### src/design/spp_pkg.sv
// Package with shared types, constants and functions of the step pattern player.
`timescale 1ns / 1ps
`default_nettype none
package spp_pkg;

  localparam int TRACKS_DEF = 16;
  localparam int STEPS_DEF  = 32;

  localparam logic [2:0] NO_PAT  = 3'd7;
  localparam logic [9:0] BAR_MAX = 10'd999;

  localparam logic [1:0] MODE_PLAY    = 2'd0;
  localparam logic [1:0] MODE_ADVANCE = 2'd1;
  localparam logic [1:0] MODE_WRITE   = 2'd2;
  localparam logic [1:0] MODE_STOP    = 2'd3;

  localparam logic [1:0] KIND_OFF   = 2'd0;
  localparam logic [1:0] KIND_NOTE  = 2'd1;
  localparam logic [1:0] KIND_TEMPO = 2'd2;
  localparam logic [1:0] KIND_POS   = 2'd3;

  localparam logic [1:0] MARK_NONE = 2'd0;
  localparam logic [1:0] MARK_BEAT = 2'd1;
  localparam logic [1:0] MARK_BAR  = 2'd2;

  localparam logic [2:0] REG_STEP_COUNT = 3'd0;
  localparam logic [2:0] REG_TRACK_COUNT = 3'd1;
  localparam logic [2:0] REG_SPB = 3'd2;
  localparam logic [2:0] REG_BPB = 3'd3;
  localparam logic [2:0] REG_MUTE = 3'd4;
  localparam logic [2:0] REG_SOLO = 3'd5;

  typedef struct packed {
    logic [1:0] mode;
    logic [2:0] pulse_index;
    logic [3:0] track_sel;
    logic [4:0] step_sel;
    logic [6:0] new_velocity;
    logic [2:0] sub_pattern;
  } in_item_t;

  typedef struct packed {
    logic [1:0] kind;
    logic [3:0] note_track;
    logic [6:0] note_velocity;
    logic [1:0] tempo_mark;
    logic [4:0] pos_step;
    logic [4:0] pos_sub;
    logic [4:0] pos_beat;
    logic [9:0] pos_bar;
    logic       last;
  } out_item_t;

  // Commands from the controller to the datapath.
  typedef struct packed {
    logic load;      // capture the accepted item
    logic wr_mem;    // perform a step write
    logic clr_mem;   // clearing pass write at the sweep address
    logic rd_mem;    // read the entry of the scanned track
    logic trk_first; // start the track scan at zero
    logic trk_next;  // move to the next track
    logic pos_adv;   // start the position advance
    logic pos_step;  // one step of the position divider
    logic pos_stop;  // return the position to its start
    logic emit;      // present a result
    logic [1:0] emit_kind;
  } spp_cmd_t;

  typedef struct packed {
    logic       trk_done;  // scanned track index reached the used count
    logic       note_hit;  // the read entry fires a note
    logic       div_done;  // position divider finished
    logic       clr_done;  // clearing sweep at its last entry
    logic       out_busy;  // output register is full and stalled
    logic [1:0] mode;
    logic       pulse_zero;
  } spp_sts_t;

  // Sub-step pulse mask table; bit p fires at pulse p.
  function automatic logic [5:0] pulse_mask(input logic [2:0] idx);
    logic [5:0] m;
    m = 6'b000000;
    unique case (idx)
      3'd0: m = 6'b000001;
      3'd1: m = 6'b000100;
      3'd2: m = 6'b010000;
      3'd3: m = 6'b010001;
      3'd4: m = 6'b000100;
      3'd5: m = 6'b001001;
      3'd6: m = 6'b010101;
      default: m = 6'b000000;
    endcase
    return m;
  endfunction

endpackage
`default_nettype wire

### src/design/spp_ctrl.sv
// Controller state machine of the step pattern player.
`timescale 1ns / 1ps
`default_nettype none
module spp_ctrl (
  input  wire logic             clk,
  input  wire logic             rst_n,
  input  wire logic             in_valid,
  output logic                  in_stall,
  input  wire spp_pkg::spp_sts_t sts,
  output spp_pkg::spp_cmd_t     cmd
);

  typedef enum logic [3:0] {
    S_CLEAR, S_IDLE, S_DISPATCH, S_OFF, S_READ, S_WAIT, S_CHECK, S_TEMPO,
    S_DIV, S_POS
  } state_t;

  state_t state_r, state_nxt;

  always_comb begin
    cmd = '0;
    state_nxt = state_r;
    unique case (state_r)
      S_CLEAR: begin
        cmd.clr_mem = 1'b1;
        if (sts.clr_done) begin
          state_nxt = S_IDLE;
        end
      end
      S_IDLE: begin
        if (in_valid) begin
          cmd.load = 1'b1;
          state_nxt = S_DISPATCH;
        end
      end
      S_DISPATCH: begin
        unique case (sts.mode)
          spp_pkg::MODE_PLAY: begin
            cmd.trk_first = 1'b1;
            state_nxt = sts.pulse_zero ? S_OFF : S_READ;
          end
          spp_pkg::MODE_ADVANCE: begin
            cmd.pos_adv = 1'b1;
            state_nxt = S_DIV;
          end
          spp_pkg::MODE_WRITE: begin
            cmd.wr_mem = 1'b1;
            state_nxt = S_IDLE;
          end
          default: begin
            cmd.pos_stop = 1'b1;
            state_nxt = S_POS;
          end
        endcase
      end
      S_OFF: begin
        if (!sts.out_busy) begin
          cmd.emit = 1'b1;
          cmd.emit_kind = spp_pkg::KIND_OFF;
          state_nxt = S_READ;
        end
      end
      S_READ: begin
        if (sts.trk_done) begin
          state_nxt = S_TEMPO;
        end else begin
          cmd.rd_mem = 1'b1;
          state_nxt = S_WAIT;
        end
      end
      S_WAIT: state_nxt = S_CHECK;
      S_CHECK: begin
        if (!sts.note_hit) begin
          cmd.trk_next = 1'b1;
          state_nxt = S_READ;
        end else if (!sts.out_busy) begin
          cmd.emit = 1'b1;
          cmd.emit_kind = spp_pkg::KIND_NOTE;
          cmd.trk_next = 1'b1;
          state_nxt = S_READ;
        end
      end
      S_TEMPO: begin
        if (!sts.out_busy) begin
          cmd.emit = 1'b1;
          cmd.emit_kind = spp_pkg::KIND_TEMPO;
          state_nxt = S_IDLE;
        end
      end
      S_DIV: begin
        cmd.pos_step = 1'b1;
        if (sts.div_done) begin
          state_nxt = S_POS;
        end
      end
      S_POS: begin
        if (!sts.out_busy) begin
          cmd.emit = 1'b1;
          cmd.emit_kind = spp_pkg::KIND_POS;
          state_nxt = S_IDLE;
        end
      end
      default: state_nxt = S_IDLE;
    endcase
  end

  assign in_stall = (state_r != S_IDLE);

  always_ff @(posedge clk) begin
    if (!rst_n) begin
      state_r <= S_CLEAR;
    end else begin
      state_r <= state_nxt;
    end
  end

endmodule
`default_nettype wire

### config.mk
export PLATFORM = sky130hd
export DESIGN_NAME = spp_ctrl
export DESIGN_NICKNAME = d
export VERILOG_FILES = /design/src/design/spp_pkg.sv /design/src/design/spp_ctrl.sv
export SDC_FILE = /design/constraint.sdc
export NUM_CORES = 1
export LEC_CHECK = 0
export BUFFER_PORTS_ARGS = -buffer_cell sky130_fd_sc_hd__buf_2
export CAP_MARGIN = 15
export CORE_AREA = 5 5 42 44
export DETAILED_ROUTE_END_ITERATION = 7
export DIE_AREA = 0 0 47 49
export GPL_ROUTABILITY_DRIVEN = 1
export PLACE_DENSITY_LB_ADDON = 0.08
export SKIP_LAST_GASP = 1
export SYNTH_ARGS = -nofsm -noshare
export SYNTH_HDL_FRONTEND = slang
export SYNTH_SLANG_ARGS = --single-unit
### constraint.sdc
create_clock -name clk -period 2 [get_ports clk]
set_input_delay 0.2 -clock clk [delete_from_list [all_inputs] [get_ports clk]]
set_output_delay 0.2 -clock clk [all_outputs]
set_load 0.1 [all_outputs]
==> results of run 1 <==
==> metrics by stage <==
step | TNS (ns) | hold WS (ns) | area [um^2] | setup WS [ns] | utilization
2_1_floorplan | -0.453 | 0.340 | 639 | -0.257 | -
3_3_place_gp | 0 | 0.488 | 910 | 0.323 | 0.649
3_5_place_dp | 0 | 0.491 | 910 | 0.304 | 0.649
4_1_cts | 0 | 0.248 | 932 | 0.0565 | 0.665
5_1_grt | 0 | 0.248 | 937 | 0.000471 | 0.669
6_report | 0 | 0.258 | 937 | 0.0662 | 0.669
==> Yosys cell counts (2+ instances only) <==
library cell | instances | area, um^2
nor2_1 | 10 | 37.5
o21ai_0 | 2 | 10.0
nand2_1 | 2 | 7.51
nor3b_1 | 2 | 15.0
buf_2 | 3 | 15.0
inv_1 | 5 | 18.8
nor3_1 | 4 | 20.0
nor4_1 | 2 | 12.5
a21oi_1 | 6 | 30.0
nand2b_1 | 4 | 25.0
clkbuf_1 | 2 | 7.51
a211oi_1 | 3 | 22.5
or4b_4 | 2 | 27.5
nand3b_1 | 3 | 22.5
dfxtp_1 | 4 | 80.1
==> repair_timing <==
item / CTS / global route
endpoints found under the hold margin: 0 / 0
gates resized for setup: 0 / 1
endpoints found under the setup margin: 0 / 1
==> worst max-delay path, cell delays in order, from the launching register on <==
cell     delay [ns]
dfxtp_1        0.30
or4b_4         0.58
or2_1          0.32
nor2_4         0.13
buf_12         0.18
==> cells by family (layout without fill, tap and decap cells) <==
family	count (synthesis)	count (layout)	share of synthesized area
AO/OA/AOI/OAI	21	21	0.310
XOR/XNOR	1	1	0.0170
buffers and inverters	11	35	0.102
flip-flops	4	4	0.155
multiplexers	1	1	0.0194
AND/OR/NAND/NOR	33	33	0.397
==> path summary, 6_finish.rpt <==
path                            startpoint    endpoint  slack, ns  cells past startpoint
worst min register to register  state_r[3]  state_r[3]       0.70                      3
worst min-delay path                 rst_n  state_r[0]       0.26                      2
worst max register to register  state_r[3]  state_r[0]       0.36                      5
worst max-delay path            state_r[3]      cmd[5]       0.07                      4
==> cell type report <==
cell class | count | area [um^2] | area share
Multi-Input combinational cell | 56 | 500 | 0.534
Sequential cell | 4 | 80.1 | 0.0854
Timing Repair Buffer | 27 | 295 | 0.315
Inverter | 5 | 18.8 | 0.0200
Clock buffer | 3 | 22.5 | 0.0240
Tap cell | 16 | 20.0 | 0.0214
==> routing by layer <==
metal  up-vias  part of all wire  routed length (um)
li1        311                 -                   -
met1       280              0.44                 634
met2        13              0.51                 741
met3         0             0.054                  79
met4         0                 0                   0
met5         -                 0                   0
==> power by group through the flow <==
stage | Combinational [mW] | Sequential [mW] | Clock, mW
2_1_floorplan | 0.143 | 0.0864 | 0
3_3_place_gp | 0.188 | 0.0869 | 0
3_5_place_dp | 0.189 | 0.0868 | 0
4_1_cts | 0.190 | 0.0856 | 0.0999
5_1_grt | 0.200 | 0.0862 | 0.109
6_report | 0.189 | 0.0856 | 0.0947
==> metrics, run 1 <==
ys flop type=dfxtp_1; Clock power frac=0.257; post-synthesis sequential area ratio=0.155; placed insts=108; IO buf count=23; Mapped Area=517 um^2; root cell of the clock tree=clkbuf_4; H-tree Lvls=1; clock slew seen by the registers of the worst setup and hold paths=0.04 ns; Async S/R FF share, synth=0; layout cells sized above 1=0.505; most frequent cells in the layout=buf_2 (13), buf_12 (10), a21oi_1 (6), nor2_1 (6), inv_1 (5); Top Ports=24; global-route wire length before repair=2530 um; max-slew violation count=0; number of clock sinks=4; WL per Instance=13.1 um; via count=604; nets@finish=108; met2 usage=0.217; GRT overflow=0; CTS max path bufs=2; Biggest register=state_r; ant diodes=0; HPWL Detailed=1210 um; final WL=1460 um; Reg power frac=0.232; outcome=completed; met3 Track Usage GR=0.0295; Total GRT Usage=0.144; Core Area=0.00140 mm^2; MaxCap Viol Count=0; biggest regs=state_r (4); GR peak layer=met2; TritonCTS clock tree=done; Initial Util=0.369; die area=0.00230 mm^2; part of the power in combinational logic=0.511; DR DRC count=0; Yosys cell types=32; vias in the first global route=585; VDD IR max=0.332 mV; Final period util=0.967; Tmin final=1.93 ns; Slew HR=0.678; final hold violations=0; Critical Path Source Type=flop; Syn Area/Cell=7.28 um^2; Non-Filler Instances=111; commonest non-fill, non-tap cell in the layout=buf_2; fmax=517 MHz; crit path DAT=1.73 ns; Synth Register Bits=4; GR met1 Demand/Resource=0.193; Setup Viol. Count Final=0; total power=0.369 mW; Pint=0.208 mW; Worst-Skew Late Latency=0.23 ns; initial DRC count=10; DR vias/cell=5.44; HP Class=in -> reg; CP Capture Type=primary output; RSZ-0062 raised after global routing=false; placer congestion estimate=0.782; Net Switching=0.161 mW; P_leak=0.379 nW; area grow syn2layout=81.4%; Post-synth EDFFs=0; largest net degree at the start of global routing=18; Die Width=47 um; YS warnings=0; critical path type=reg -> out; Synth Instances=71; initial antenna violation count=0; Die H=49 um; CTS Buf Count=3; Least-Margin Pin Slew=0.486 ns; CP Data Required Time=1.80 ns; Post-Syn Nets=82; Worst Path Max Fanout=3; std cell rows=14; power per cell area=394 mW/mm^2; Sw Ratio=0.437; Detailed Routing Iterations Pass 1=4; fillcell total=126; CTS Hold Bufs=0; # Post-CTS Setup Buffers=0; Post-DRT Antenna Nets=0; Final Skew=0.00177 ns; max reg flops=4
(Power assumes the default switching activity.)
==> run 2: changes to the inputs <==
--- a/config.mk
+++ b/config.mk
@@ -5,11 +5,12 @@
 export SDC_FILE = /design/constraint.sdc
 export NUM_CORES = 1
 export LEC_CHECK = 0
+export ABC_AREA = 1
 export BUFFER_PORTS_ARGS = -buffer_cell sky130_fd_sc_hd__buf_2
 export CAP_MARGIN = 15
-export CORE_AREA = 5 5 42 44
+export CORE_MARGIN = 5
+export CORE_UTILIZATION = 25
 export DETAILED_ROUTE_END_ITERATION = 7
-export DIE_AREA = 0 0 47 49
 export GPL_ROUTABILITY_DRIVEN = 1
 export PLACE_DENSITY_LB_ADDON = 0.08
 export SKIP_LAST_GASP = 1
==> metrics, run 2 <==
Syn Area/Cell=5.48 um^2 (was 7.28 um^2); Tmin final=1.86 ns (was 1.93 ns); FF-to-FF End=state_r[0] (unchanged); Post-DRT Antenna Nets=0 (unchanged); RSZ-0062 raised after global routing=false (unchanged); final hold violations=0 (unchanged); CTS max path bufs=2 (unchanged); post-route cell area=738 um^2 (was 937 um^2); P_leak=0.380 nW (was 0.379 nW); placer congestion estimate=0.825 (was 0.782); Critical-path top delay cell=dfxtp_1 (was or4b_4); most frequent cells in the layout=nand2_1 (20), buf_2 (17), inv_1 (14) (was buf_2 (13), buf_12 (10), a21oi_1 (6), nor2_1 (6), inv_1 (5)); MaxCap Viol Count=0 (unchanged); WL per Instance=10.1 um (was 13.1 um); initial DRC count=7 (was 10); initial antenna violation count=0 (unchanged); max reg flops=4 (unchanged); via count=628 (was 604); largest net degree at the start of global routing=9 (was 18); HP Class=in -> reg (unchanged); worst reg-to-reg setup slack=0.63 ns (was 0.36 ns); CTS Hold Bufs=0 (unchanged); # Post-CTS Setup Buffers=0 (unchanged); ys flop type=dfxtp_1 (unchanged); Synth Instances=90 (was 71); synth top area cells=dfxtp_1 (16%), nand2_1 (16%), inv_1 (11%) (was dfxtp_1 (15%), nor2_1 (7.3%), a21oi_1 (5.8%)); placed insts=140 (was 108); final WL=1440 um (was 1460 um); setup ws final=0.141 ns (was 0.0662 ns); max-slew violation count=0 (unchanged); DR DRC count=0 (unchanged); Final Skew=0.00291 ns (was 0.00177 ns); YS warnings=0 (unchanged); part of the power in combinational logic=0.744 (was 0.511); number of clock sinks=4 (unchanged); Non-Filler Instances=143 (was 111); commonest non-fill, non-tap cell in the layout=nand2_1 (was buf_2); Worst-Skew Late Latency=0.23 ns (about the same); vias in the first global route=574 (was 585); GR met1 Demand/Resource=0.115 (was 0.193); Core Area=0.00192 mm^2 (was 0.00140 mm^2); critical path type=reg -> out (unchanged); Final period util=0.929 (was 0.967); placed instance area=703 um^2 (was 910 um^2); Synth Register Bits=4 (unchanged); Max stage delay on crit path=0.46 ns (was 0.58 ns); Least-Margin Pin Slew=0.488 ns (was 0.486 ns); CP Data Required Time=1.80 ns (about the same); ant diodes=0 (unchanged); total power=0.880 mW (was 0.369 mW); CP cell instances=inv_2, nor2_4, nand2_1, nand2_2, inv_1, o211ai_1, buf_12 (was or4b_4, or2_1, nor2_4, buf_12); die area=0.00296 mm^2 (was 0.00230 mm^2); GR peak layer=met2 (unchanged); Hold Crit Depth=3 (was 2); post-route core utilization=0.384 (was 0.669); Worst Hold Path EP=state_r[2] (was state_r[0]); CP Capture Type=primary output (unchanged); critical path depth=7 (was 4); clock slew seen by the registers of the worst setup and hold paths=0.04 ns (about the same); GRT overflow=0 (unchanged); Yosys cell types=19 (was 32); TritonCTS clock tree=done (unchanged); H-tree Lvls=1 (unchanged); area grow syn2layout=49.7% (was 81.4%); Clock power frac=0.112 (was 0.257); CTS Buf Count=3 (unchanged); Die H=54.4 um (was 49 um); Die Width=54.4 um (was 47 um); Place WS=0.342 ns (was 0.304 ns); Initial Util=0.257 (was 0.369); R2R Path Start=state_r[2] (was state_r[3]); global-route wire length before repair=2270 um (was 2530 um); root cell of the clock tree=clkbuf_4 (unchanged); Pint=0.305 mW (was 0.208 mW); Async S/R FF share, synth=0 (unchanged); worst hold start=rst_n (unchanged); Post-Syn Nets=101 (was 82); post-synth top area cell=dfxtp_1 (unchanged); crit path DAT=1.66 ns (was 1.73 ns); CP startpoint=state_r[2] (was state_r[3]); Mapped Area=493 um^2 (was 517 um^2); WP buf/inv=3 (was 1); Top Ports=24 (unchanged); VDD IR max=0.588 mV (was 0.332 mV); Sw Ratio=0.654 (was 0.437); power per cell area=1190 mW/mm^2 (was 394 mW/mm^2); Register-to-Register Path Depth=7 (was 5); Post-synth EDFFs=0 (unchanged); synth cell count leaders=nand2_1 (21), inv_1 (14), nor2_1 (12) (was nor2_1 (10), a21oi_1 (6), inv_1 (5)); Reg power frac=0.143 (was 0.232); met3 Track Usage GR=0.0327 (was 0.0295); crit-path leading delay family=flip-flops (was simple AND/OR/NAND/NOR gates); Worst Path Max Fanout=7 (was 3); Detailed Routing Iterations Pass 1=4 (unchanged); Net Switching=0.575 mW (was 0.161 mW); layout cells sized above 1=0.448 (was 0.505); biggest regs=state_r (4) (unchanged); fmax=538 MHz (was 517 MHz); IO buf count=23 (unchanged); outcome=completed (unchanged); CTS resizes=0 (unchanged); Setup Viol. Count Final=0 (unchanged); HPWL Detailed=1240 um (was 1210 um); Biggest register=state_r (unchanged); met2 usage=0.187 (was 0.217); most common cell in the netlist=nand2_1 (was nor2_1); post-synthesis sequential area ratio=0.162 (was 0.155); Critical Path Source Type=flop (unchanged); std cell rows=16 (was 14); Slew HR=0.677 (was 0.678); Total GRT Usage=0.103 (was 0.144); DR vias/cell=4.39 (was 5.44); nets@finish=129 (was 108); top cell type's share of synthesized area=0.162 (was 0.155)
run 2: layout make-up:
cell class | count | area [um^2]
Fill cell | 226 | 1180
Clock buffer | 3 | 22.5
Inverter | 17 | 63.8
Timing Repair Buffer | 23 | 143
Sequential cell | 4 | 81.3
Tap cell | 27 | 33.8
Multi-Input combinational cell | 69 | 394
run 2: power groups by stage:
stage                     clock network [mW]  logic (mW)  registers [mW]
after floorplan                            0       0.550           0.123
after global placement                     0       0.656           0.127
after detailed placement                   0       0.654           0.128
after CTS                              0.102       0.655           0.127
after global routing                   0.106       0.703           0.129
final                                 0.0988       0.655           0.126
run 2: cells by family (layout without fill, tap and decap cells):
logic type             Yosys count  count (layout)  synth area share
buffers and inverters           17              43             0.129
and+or+nand+nor                 60              60             0.596
AOI/OAI and AO/OA                9               9             0.112
DFF                              4               4             0.162
run 2: layer usage:
layer | wire length, um | up-vias
met5 | 0 | -
met4 | 0 | 0
met3 | 119 | 0
met2 | 705 | 21
met1 | 614 | 267
li1 | - | 340
run 2: through the flow:
stage | setup TNS [ns] | hold WS, ns
global placement | 0 | 0.486
detailed placement | 0 | 0.487
global route | 0 | 0.265
finish | 0 | 0.248
floorplan | -1.37 | 0.380
CTS | 0 | 0.242
run 2: worst register-to-register path: cells and delay by family (launching register included):
family | cells | cell delay (ns)
AO/OA/AOI/OAI | 1 | 0.12
flip-flops | 1 | 0.37
AND/OR/NAND/NOR | 6 | 0.80
run 2: worst max-delay path by stage:
stage	endpoint
after floorplan	cmd[8]
after global placement	cmd[3]
after detailed placement	cmd[3]
after CTS	cmd[3]
after global routing	cmd[2]
final	cmd[2]
==> run 3: changes to the inputs <==
==> constraint.sdc (replaced) <==
create_clock -name clk -period 2 [get_ports clk]
set_input_delay 0.4 -clock clk [delete_from_list [all_inputs] [get_ports clk]]
set_output_delay 0.4 -clock clk [all_outputs]
set_load 0.1 [all_outputs]
==> metrics, run 3 (same netlist as run 2, synthesis figures left out) <==
Register-to-Register Path Depth=7 (unchanged); Final period util=0.971 (was 0.929); nets@finish=129 (unchanged); root cell of the clock tree=clkbuf_4 (unchanged); RSZ-0062 raised after global routing=true (was false); Die Width=54.4 um (unchanged); Final Skew=0.00578 ns (was 0.00291 ns); Initial Util=0.257 (unchanged); std cell rows=16 (unchanged); part of the power in combinational logic=0.762 (was 0.744); ant diodes=0 (unchanged); DR vias/cell=4.45 (was 4.39); Setup Viol. Count Final=0 (unchanged); Slew HR=0.680 (was 0.677); Hold Crit Depth=3 (unchanged); area of the multi-input gates=409 um^2 (was 394 um^2); Worst-Skew Late Latency=0.23 ns (about the same); H-tree Lvls=1 (unchanged); worst reg-to-reg setup slack=0.65 ns (was 0.63 ns); CP Data Required Time=1.60 ns (was 1.80 ns); biggest regs=state_r (4) (unchanged); Total GRT Usage=0.104 (was 0.103); HPWL Detailed=1220 um (was 1240 um); # Post-CTS Setup Buffers=0 (unchanged); critical path type=reg -> out (unchanged); number of clock sinks=4 (unchanged); Max stage delay on crit path=0.41 ns (was 0.46 ns); power per cell area=1120 mW/mm^2 (was 1190 mW/mm^2); vias in the first global route=586 (was 574); most frequent cells in the layout=nand2_1 (21), inv_1 (13), buf_2 (12) (was nand2_1 (20), buf_2 (17), inv_1 (14)); Die H=54.4 um (unchanged); P_leak=0.413 nW (was 0.380 nW); global-route wire length before repair=2350 um (was 2270 um); Biggest register=state_r (unchanged); GRT overflow=0 (unchanged); commonest non-fill, non-tap cell in the layout=nand2_1 (unchanged); die area=0.00296 mm^2 (unchanged); TNS Setup=0 ns (unchanged); CP Capture Type=primary output (unchanged); HP Class=in -> reg (unchanged); WP buf/inv=3 (unchanged); Net Switching=0.601 mW (was 0.575 mW); Worst Hold Path EP=state_r[1] (was state_r[2]); IO buf count=23 (unchanged); Core Area=0.00192 mm^2 (unchanged); largest net degree at the start of global routing=9 (unchanged); Pint=0.390 mW (was 0.305 mW); Least-Margin Pin Slew=0.484 ns (was 0.488 ns); Detailed Routing Iterations Pass 1=2 (was 4); clock slew seen by the registers of the worst setup and hold paths=0.04 ns (about the same); MaxCap Viol Count=0 (unchanged); Critical Path Source Type=flop (unchanged); storage element area=87.6 um^2 (was 81.3 um^2); final WL=1420 um (was 1440 um); Tmin final=1.94 ns (was 1.86 ns); initial antenna violation count=0 (unchanged); CTS max path bufs=2 (unchanged); outcome=completed (unchanged); Sw Ratio=0.606 (was 0.654); total power=0.992 mW (was 0.880 mW); Critical-path top delay cell=dfxtp_4 (was dfxtp_1); placer congestion estimate=0.854 (was 0.825); max-slew violation count=0 (unchanged); layout cells sized above 1=0.457 (was 0.448); Post-DRT Antenna Nets=0 (unchanged); DR DRC count=0 (unchanged); R2R Path Start=state_r[1] (was state_r[2]); max reg flops=4 (unchanged); fillcell total=218 (was 226); fmax=515 MHz (was 538 MHz); area grow syn2layout=79.9% (was 49.7%); Clock power frac=0.100 (was 0.112); Reg power frac=0.137 (was 0.143); crit path DAT=1.54 ns (was 1.66 ns); FF-to-FF End=state_r[2] (was state_r[0]); crit-path leading delay family=flip-flops (unchanged); final hold violations=0 (unchanged); Worst Path Max Fanout=7 (unchanged); worst hold start=rst_n (unchanged); CP cell instances=inv_4, nor2_4, nand2_1, nand2_2, inv_2, o211ai_1, buf_12 (was inv_2, nor2_4, nand2_1, nand2_2, inv_1, o211ai_1, buf_12); VDD IR max=0.637 mV (was 0.588 mV); Top Ports=24 (unchanged); WL per Instance=9.96 um (was 10.1 um); via count=636 (was 628); initial DRC count=8 (was 7); TritonCTS clock tree=done (unchanged); CTS Buf Count=3 (unchanged)
run 3: cell count changes in the layout (fill, tap and decap cells not counted), moves of 2 or more:
cell and change:
buf_12 +9, buf_2 -5, clkbuf_4 -4, dfxtp_4 +2, nor2_4 +2
run 3: area by class of cell:
type	instances	area share
Multi-Input combinational cell	69	0.461
Timing Repair Buffer	23	0.302
Sequential cell	4	0.0987
Inverter	17	0.0748
Tap cell	27	0.0381
Clock buffer	3	0.0254
run 3: per-layer routing:
metal | track usage | vias up | routed length, um
met5 | 0 | - | 0
met1 | 0.126 | 284 | 629
met3 | 0.0109 | 0 | 64
li1 | - | 339 | -
met4 | 0.0124 | 0 | 0
met2 | 0.199 | 13 | 730
run 3: worst max path at each step:
| stage | cells past startpoint | endpoint | slack (ns) | startpoint |
|---|---|---|---|---|
| 3_5_place_dp | 7 | cmd[2] | 0.31 | state_r[2] |
| 4_1_cts | 7 | cmd[2] | 0.05 | state_r[2] |
| 5_1_grt | 7 | cmd[2] | -0.02 | state_r[0] |
| 2_1_floorplan | 6 | cmd[2] | -0.62 | state_r[2] |
| 6_report | 7 | cmd[2] | 0.06 | state_r[2] |
| 3_3_place_gp | 4 | cmd[4] | 0.30 | state_r[1] |
run 3: repair_timing:
| item | CTS | global route |
|---|---|---|
| endpoints found under the setup margin | 0 | 4 |
| hold endpoints to repair | 0 | 0 |
| hold buffers | 0 | 0 |
| gates resized for setup | 0 | 2 |
run 3: worst register-to-register path, cell delays in order (launching register included):
cell and delay [ns]:
dfxtp_1 0.40, inv_1 0.07, nor2_2 0.18, nand2_2 0.14
nor2_4 0.14, nand2_1 0.06, and3_1 0.15, a21oi_2 0.12
run 3: per-stage QoR:
stage | util | setup WS (ns) | hold slack [ns] | std cells | instance area [um^2]
floorplan | - | -0.621 | 0.513 | 90 | 558
global placement | 0.446 | 0.300 | 0.533 | 140 | 857
detailed placement | 0.446 | 0.306 | 0.529 | 140 | 857
CTS | 0.458 | 0.0517 | 0.448 | 143 | 880
global route | 0.462 | -0.0242 | 0.473 | 143 | 887
finish | 0.462 | 0.0581 | 0.454 | 143 | 887
run 3: power by group through the flow:
stage                     Clock (mW)  Combinational, mW  Sequential (mW)
after global routing           0.110              0.807            0.138
after detailed placement           0              0.756            0.135
after floorplan                    0              0.557            0.127
after CTS                      0.103              0.758            0.135
final                         0.0996              0.756            0.136
after global placement             0              0.760            0.134
